`config.mk`:
```
export PLATFORM = sky130hd
export DESIGN_NAME = circular_list_sequence_store
export DESIGN_NICKNAME = d
export VERILOG_FILES = /design/src/hw/rtl/clss_pkg.sv /design/src/hw/rtl/circular_list_sequence_store.sv /design/src/hw/rtl/clss_cell.sv
export SDC_FILE = /design/constraint.sdc
export NUM_CORES = 2
export LEC_CHECK = 0
export ABC_AREA = 1
export BUFFER_PORTS_ARGS = -buffer_cell sky130_fd_sc_hd__buf_2
export CORE_ASPECT_RATIO = 1.2
export CORE_MARGIN = 3
export CORE_UTILIZATION = 30
export DETAILED_ROUTE_END_ITERATION = 10
export PLACE_DENSITY_LB_ADDON = 0.15
export SLEW_MARGIN = 20
export SYNTH_ARGS = -nofsm -noshare
export SYNTH_HDL_FRONTEND = slang
export SYNTH_SLANG_ARGS = --single-unit
```
`constraint.sdc`:
```
create_clock -name clk -period 5.8 [get_ports clk]
set_input_delay 0 -clock clk [delete_from_list [all_inputs] [get_ports clk]]
set_output_delay 0 -clock clk [all_outputs]
set_load 0.01 [all_outputs]
```
`src/hw/rtl/clss_pkg.sv`:
```
`timescale 1ns / 1ps
// ----------------------------------------------------------------------------
// clss_pkg: shared types and codes for the sequence store
// Mode, status and cell operation codes plus the control word that the
// top level broadcasts along the cell chain.
// ----------------------------------------------------------------------------
package clss_pkg;

	localparam int DATA_W    = 32;
	localparam int MODE_W    = 3;
	localparam int STATUS_W  = 2;
	localparam int CNT_OUT_W = 6;
	// positions reach 63 at the largest supported capacity of 64
	localparam int POS_W     = 6;

	// input transaction modes
	localparam logic [MODE_W-1:0] MODE_INS_FRONT = 3'd0;
	localparam logic [MODE_W-1:0] MODE_INS_MID   = 3'd1;
	localparam logic [MODE_W-1:0] MODE_INS_END   = 3'd2;
	localparam logic [MODE_W-1:0] MODE_DEL_FRONT = 3'd3;
	localparam logic [MODE_W-1:0] MODE_DEL_MID   = 3'd4;
	localparam logic [MODE_W-1:0] MODE_DEL_END   = 3'd5;
	localparam logic [MODE_W-1:0] MODE_TRAVERSE  = 3'd6;

	// result status
	localparam logic [STATUS_W-1:0] ST_OK    = 2'd0;
	localparam logic [STATUS_W-1:0] ST_EMPTY = 2'd1;
	localparam logic [STATUS_W-1:0] ST_FULL  = 2'd2;

	// cell operations
	typedef logic [1:0] cell_op_t;
	localparam cell_op_t CELL_HOLD = 2'd0;
	localparam cell_op_t CELL_INS  = 2'd1;
	localparam cell_op_t CELL_DEL  = 2'd2;
	localparam cell_op_t CELL_ROT  = 2'd3;

	typedef struct packed {
		cell_op_t          op;
		logic [POS_W-1:0]  pos;    // insert/delete position, or tail for rotate
		logic [DATA_W-1:0] value;  // value written on insert
	} cell_ctl_t;

endpackage

```
`src/hw/rtl/circular_list_sequence_store.sv`:
```
`timescale 1ns / 1ps
// ----------------------------------------------------------------------------
// circular_list_sequence_store: ordered store of signed 32-bit values
// Circular-list style sequence store built as a chain of shifting cells.
// Inserts and deletes at front, middle or end; traverse emits head to tail.
// ----------------------------------------------------------------------------
//
// Channel   Handshake                  Payload
// -------   -------------------------  ----------------------------------
// command   start & !busy              mode, value
// result    result_valid (one cycle)   status, value_out, last, count_out
//
// Insert, delete and the unused mode complete in the accepting edge: the whole
// chain shifts by one cell in that edge and the result shows the next cycle.
// A traverse of n entries holds busy high after the accepting edge while its
// n rotate steps run, and no new command is taken until busy falls. Each
// step rotates the first n cells one step and registers the head, so the
// n results follow one register behind; after n steps the order is back.
// Reset clears the entry count and the traverse control; cell contents are
// undefined until written and are never read beyond the count.
// The result side cannot stall; each result is valid for exactly one cycle.
// ----------------------------------------------------------------------------
module circular_list_sequence_store #(
	parameter int CAPACITY = 32
) (
	input  logic                                  clk,
	input  logic                                  arst_n,
	input  logic                                  start,
	output logic                                  busy,
	input  logic [clss_pkg::MODE_W-1:0]           mode,
	input  logic signed [clss_pkg::DATA_W-1:0]    value,
	output logic                                  result_valid,
	output logic [clss_pkg::STATUS_W-1:0]         status,
	output logic signed [clss_pkg::DATA_W-1:0]    value_out,
	output logic                                  last,
	output logic [clss_pkg::CNT_OUT_W-1:0]        count_out
);

	// count needs to hold CAPACITY itself
	localparam int CW = $clog2(CAPACITY + 1);
	localparam logic [CW-1:0] CAP_CNT = CW'(CAPACITY);
	localparam logic [CW-1:0] ONE_CNT = CW'(1);

	// cell chain
	logic [clss_pkg::DATA_W-1:0] cell_data [CAPACITY];
	clss_pkg::cell_ctl_t         ctl;

	// control state
	logic [CW-1:0] count_q;
	logic          trav_q;    // traverse in progress
	logic [CW-1:0] rem_q;     // entries left to emit

	// result registers
	logic                          valid_q;
	logic [clss_pkg::STATUS_W-1:0] status_q;
	logic [clss_pkg::DATA_W-1:0]   value_out_q;
	logic                          last_q;
	logic [clss_pkg::CNT_OUT_W-1:0] count_out_q;

	logic                          accept;
	logic [CW-1:0]                 count_d;
	logic                          trav_start;
	logic                          res_load;
	logic [clss_pkg::STATUS_W-1:0] res_status;
	logic [CW-1:0]                 tail_pos;

	assign accept   = start & ~busy;
	assign tail_pos = count_q - ONE_CNT;

	// --------------------------------------------------------------------
	// command decode: one control word drives every cell
	// --------------------------------------------------------------------
	always_comb begin
		ctl.op     = clss_pkg::CELL_HOLD;
		ctl.pos    = '0;
		ctl.value  = value;
		count_d    = count_q;
		trav_start = 1'b0;
		res_load   = 1'b0;
		res_status = clss_pkg::ST_OK;

		if (trav_q) begin
			// rotate the live part of the chain, head wraps to the tail
			ctl.op  = clss_pkg::CELL_ROT;
			ctl.pos = clss_pkg::POS_W'(tail_pos);
		end else if (accept) begin
			res_load = 1'b1;
			case (mode)
				clss_pkg::MODE_INS_FRONT, clss_pkg::MODE_INS_MID,
				clss_pkg::MODE_INS_END: begin
					if (count_q >= CAP_CNT) begin
						res_status = clss_pkg::ST_FULL;
					end else begin
						ctl.op  = clss_pkg::CELL_INS;
						count_d = count_q + ONE_CNT;
						if (mode == clss_pkg::MODE_INS_FRONT) begin
							ctl.pos = '0;
						end else if (mode == clss_pkg::MODE_INS_END) begin
							ctl.pos = clss_pkg::POS_W'(count_q);
						end else if (count_q == ONE_CNT) begin
							// single entry: new value goes behind it
							ctl.pos = clss_pkg::POS_W'(1);
						end else begin
							ctl.pos = clss_pkg::POS_W'(count_q >> 1);
						end
					end
				end
				clss_pkg::MODE_DEL_FRONT, clss_pkg::MODE_DEL_MID,
				clss_pkg::MODE_DEL_END, clss_pkg::MODE_TRAVERSE: begin
					if (count_q == '0) begin
						res_status = clss_pkg::ST_EMPTY;
					end else if (mode == clss_pkg::MODE_TRAVERSE) begin
						res_load   = 1'b0;
						trav_start = 1'b1;
					end else begin
						ctl.op  = clss_pkg::CELL_DEL;
						count_d = count_q - ONE_CNT;
						if (mode == clss_pkg::MODE_DEL_FRONT) begin
							ctl.pos = '0;
						end else if (mode == clss_pkg::MODE_DEL_END) begin
							ctl.pos = clss_pkg::POS_W'(tail_pos);
						end else if (count_q == ONE_CNT) begin
							ctl.pos = '0;
						end else begin
							// (n+1)/2 without overflowing the count width
							ctl.pos = clss_pkg::POS_W'((count_q >> 1) +
								{{(CW-1){1'b0}}, count_q[0]});
						end
					end
				end
				default: begin
					// unused mode: plain ok, store untouched
					res_status = clss_pkg::ST_OK;
				end
			endcase
		end
	end

	// --------------------------------------------------------------------
	// cell chain
	// --------------------------------------------------------------------
	for (genvar i = 0; i < CAPACITY; i++) begin : g_cell
		logic [clss_pkg::DATA_W-1:0] left_w;
		logic [clss_pkg::DATA_W-1:0] right_w;

		if (i == 0) begin : g_first
			assign left_w = '0;
		end else begin : g_mid_l
			assign left_w = cell_data[i-1];
		end

		if (i == CAPACITY - 1) begin : g_last
			assign right_w = '0;
		end else begin : g_mid_r
			assign right_w = cell_data[i+1];
		end

		clss_cell #(
			.IDX(i)
		) u_cell (
			.clk   (clk),
			.ctl   (ctl),
			.left  (left_w),
			.right (right_w),
			.head  (cell_data[0]),
			.data  (cell_data[i])
		);
	end

	// --------------------------------------------------------------------
	// control state
	// --------------------------------------------------------------------
	always_ff @(posedge clk or negedge arst_n) begin
		if (!arst_n) begin
			count_q <= '0;
			trav_q  <= 1'b0;
			rem_q   <= '0;
			valid_q <= 1'b0;
		end else begin
			count_q <= count_d;
			valid_q <= res_load | trav_q;
			if (trav_start) begin
				trav_q <= 1'b1;
				rem_q  <= count_q;
			end else if (trav_q) begin
				rem_q <= rem_q - ONE_CNT;
				if (rem_q == ONE_CNT) begin
					trav_q <= 1'b0;
				end
			end
		end
	end

	// result payload
	always_ff @(posedge clk) begin
		if (trav_q) begin
			status_q    <= clss_pkg::ST_OK;
			value_out_q <= cell_data[0];
			last_q      <= (rem_q == ONE_CNT);
			count_out_q <= clss_pkg::CNT_OUT_W'(count_q);
		end else if (res_load) begin
			status_q    <= res_status;
			value_out_q <= '0;
			last_q      <= 1'b1;
			count_out_q <= clss_pkg::CNT_OUT_W'(count_d);
		end
	end

	assign busy         = trav_q;
	assign result_valid = valid_q;
	assign status       = status_q;
	assign value_out    = value_out_q;
	assign last         = last_q;
	assign count_out    = count_out_q;

endmodule

```
`src/hw/rtl/clss_cell.sv`:
```
`timescale 1ns / 1ps
// ----------------------------------------------------------------------------
// clss_cell: one entry of the shifting cell chain
// Holds one value; on each op it keeps it, takes a neighbor's value,
// takes the inserted value, or wraps the head value in at the tail.
// ----------------------------------------------------------------------------
module clss_cell #(
	parameter int IDX = 0
) (
	input  logic                              clk,
	input  clss_pkg::cell_ctl_t               ctl,
	input  logic [clss_pkg::DATA_W-1:0]       left,
	input  logic [clss_pkg::DATA_W-1:0]       right,
	input  logic [clss_pkg::DATA_W-1:0]       head,
	output logic [clss_pkg::DATA_W-1:0]       data
);

	localparam logic [clss_pkg::POS_W-1:0] MY_POS = clss_pkg::POS_W'(IDX);

	logic [clss_pkg::DATA_W-1:0] data_q;
	logic [clss_pkg::DATA_W-1:0] data_d;

	always_comb begin
		data_d = data_q;
		case (ctl.op)
			clss_pkg::CELL_INS: begin
				if (MY_POS == ctl.pos) begin
					data_d = ctl.value;
				end else if (MY_POS > ctl.pos) begin
					data_d = left;
				end
			end
			clss_pkg::CELL_DEL: begin
				if (MY_POS >= ctl.pos) begin
					data_d = right;
				end
			end
			clss_pkg::CELL_ROT: begin
				if (MY_POS == ctl.pos) begin
					data_d = head;
				end else if (MY_POS < ctl.pos) begin
					data_d = right;
				end
			end
			default: data_d = data_q;
		endcase
	end

	always_ff @(posedge clk) begin
		data_q <= data_d;
	end

	assign data = data_q;

endmodule
```
==> results.toml <==
[synthesis]
synth.avg_cell_area_um2 = 9.076
muxShareOfSynthArea_pct = 0
synth_nets = 6756
syn-cell-area_um2 = 60910
yosysWarnings = 0
yosys.area_share.simple_pct = 8.681
synthCells = 6711
synth-seq-cells = 1079
synth_compound_area_share_pct = 27.38
synth_top_family_by_area = "compound AO/OA/AOI/OAI gates"
synth-xor-area-share_pct = 0.07190
ys_seq_area_share_pct = 53.05
synth_adder_area_share_pct = 0.1438
synth.distinct_cells = 40

[worst_setup_path]
crit_fanout = 85
endpoint_kind = "flop"
cp.arrival_ns = 4.70
worstPathRequired_ns = 6.38
crit_path_start_kind = "flop"
worstSetupPathType = "reg -> reg"

[power_and_ir_drop]
vdd_ir_drop_max_mv = 0.3101
total_power_w = 0.02281
power_density_nw_per_um2 = 335.5
p_leak_nw = 27.03

[layout]
nets = 6513
drive_gt1_share_pct = 7.291
utilization_pct = 33.79
areaGrowthSynthToFinish_pct = 11.59

[route]
wl_um = 225800
final_antenna_net_count = 0
viasPerCell = 5.720
vias = 52640
drcViolationCount = 0
drt-initial-drc-count = 5681
wl_per_cell_um = 24.54
first_pass_iters = 6

[outcome]
status = "finished clean"

[clock_tree]
path_clk_slew_ns = 0.06
clock_path_buffers = 3
hold_buffers = 37
cts_setup_buffers = 0
worstSkewPairLatency_ns = 0.79
cts_made_buffers = 130
root_buffer = "clkbuf_16"
cts_sinks = 1079
cts_tree = "done"
cts-htree-levels = 4
ctsResizeCount = 0

[global_routing]
grt_pass1_vias = 49220
met3_usage_pct = 3.024
grt_max_degree = 173
gr-usage-met2_pct = 32.65
antenna_found_initial = 11
grt_pass1_wl_um = 335400
met1_usage_pct = 30.12
grt_overflow = 0
gr-max-usage-layer = "met2"
track_usage_pct = 20.96

[sta]
worst_pin_slew_ns = 1.171
max_freq_ghz = 0.2428
hold_viol_final = 0
post-route-min-period_ns = 4.119
fin_crit_sh_pct = 71.02
maxSlewHeadroom_pct = 21.93
fin_worst_skew_ns = 0.03094
setup_viol = 0
slew_violations = 0
rsz0062_at_grt = "false"
tns_ns = 0

[floorplan]
io-pin-count = 81
rows = 180
die_area_um2 = 208500
core_um2 = 201100
dieHeight_um = 499.6
die-width_um = 417.3
initial_core_util_pct = 30.29

[place]
hpwl_um = 136600
port_buffers = 80
gp_congestion = 0.7990

[flow_run]
drv_cap = 0

[worst_hold_path]
hp-class = "in -> reg"
-- cell usage after synthesis (all sizes together) --
cell / number / area share, %
o211ai: 114 / 1.4
a32o: 2 / 0.033
ha: 7 / 0.14
clkbuf: 429 / 2.6
nand3: 177 / 1.5
nand2: 1023 / 6.4
nor2: 77 / 0.61
nand4: 9 / 0.092
xor2: 5 / 0.072
o21bai: 3 / 0.037
a21oi: 33 / 0.31
a22oi: 691 / 8.5
nor3: 5 / 0.041
o221ai: 69 / 0.99
buf: 193 / 1.6
a31oi: 1 / 0.010
or2: 2 / 0.021
dfrtp: 14 / 0.58
a22o: 1 / 0.014
clkinv: 31 / 0.19
o41ai: 1 / 0.014
o21ai: 900 / 7.4
nand3b: 1 / 0.012
dfxtp: 2 / 0.066
o22ai: 843 / 8.7
edfxtp: 1063 / 52
inv: 1015 / 6.3
-- final cells by class --
cell class                      instances  area [um2]
Inverter                             1046        3946
Tap cell                             2639        3302
Clock inverter                         46       260.3
Sequential cell                      1079       32310
Fill cell                           20480      133200
Timing Repair Buffer                  247        2076
Antenna cell                            7       17.52
Multi-Input combinational cell       3964       22460
Clock buffer                          174        3588
-- path summary, 6_finish.rpt --
path / startpoint / end / slack (ns) / cells past startpoint
setup / recovery: count_q[0] / g_cell[4].u_cell.data[18] / 1.68 / 13
hold / removal: mode[0] / count_q[5] / 0.09 / 5
setup reg to reg: count_q[0] / g_cell[4].u_cell.data[18] / 1.68 / 13
hold reg to reg: rem_q[1] / rem_q[1] / 0.52 / 2
max in group asynchronous: arst_n / busy / 4.80 / 3
min in group asynchronous: arst_n / result_valid / 0.40 / 3
-- cell usage in the layout (no fill, tap or decap), types with 26 or more instances in the layout --
cell type,netlist,final
clkbuf_1,427,36
a22oi_1,691,691
clkinv_1,31,62
clkbuf_16,0,138
o21ai_1,331,331
buf_2,126,80
buf_12,0,26
edfxtp_1,1063,1063
nand3_1,170,168
nand2_1,1008,983
nand2_2,15,34
dlygate4sd3_1,0,37
o221ai_1,69,69
o211ai_1,114,114
o22ai_1,843,843
o21ai_0,569,566
buf_4,11,103
inv_1,997,997
nor2_1,61,48
-- flip-flops by register name, summed over array words and instances, names as in the netlist --
register	count
value_out	32
result_valid	1
count_q	6
status	2
g_cell.u_cell.data	1024
count_out	6
last	1
busy	1
rem_q	6
-- per-layer routing --
layer / wire, um / up-vias
met3: 14720 / 280
met4: 6013 / 0
met1: 103300 / 26410
li1: - / 23970
met2: 101800 / 1980
met5: 0 / -
-- cells by family (layout without fill, tap and decap cells) --
| kind of cell | count (synthesis) | after routing |
|---|---|---|
| xor gates and xnor gates | 5 | 5 |
| AOI/OAI and AO/OA | 2658 | 2658 |
| other | 0 | 7 |
| and+or+nand+nor | 1294 | 1294 |
| DFF | 1079 | 1079 |
| buffers and inverters | 1668 | 1513 |
| adders and majority gates | 7 | 7 |
-- per-stage QoR --
step                      setup WS (ns)  instances  hold slack [ns]  area, um2
after detailed placement          1.675       8938         -0.04639      63730
after floorplan                   1.089       6711          -0.2956      60910
after CTS                         1.656       9195          0.01950      67950
after global placement            1.747       8938         -0.05188      63720
after global routing              1.376       9197          0.08823      67960
final                             1.681       9202          0.09347      67970
-- power breakdown --
part	switching [W]	total (W)	internal, W
clock	0.00342	0.00782	0.00440
combinational	0.00278	0.00425	0.00146
sequential	0.000579	0.0107	0.0102
-- worst max-delay path, stage by stage (launching register included) --
cell,delay [ns]
dfrtp_1,0.47
inv_2,0.20
ha_1,0.22
nand3_4,0.13
nand2_1,0.11
inv_2,0.06
nand2_4,0.09
nand2_8,0.21
inv_6,0.36
buf_12,0.36
nand2_1,0.15
nand2_1,0.14
clkinv_1,0.72
o221ai_1,0.45
(Power assumes the default switching activity.)
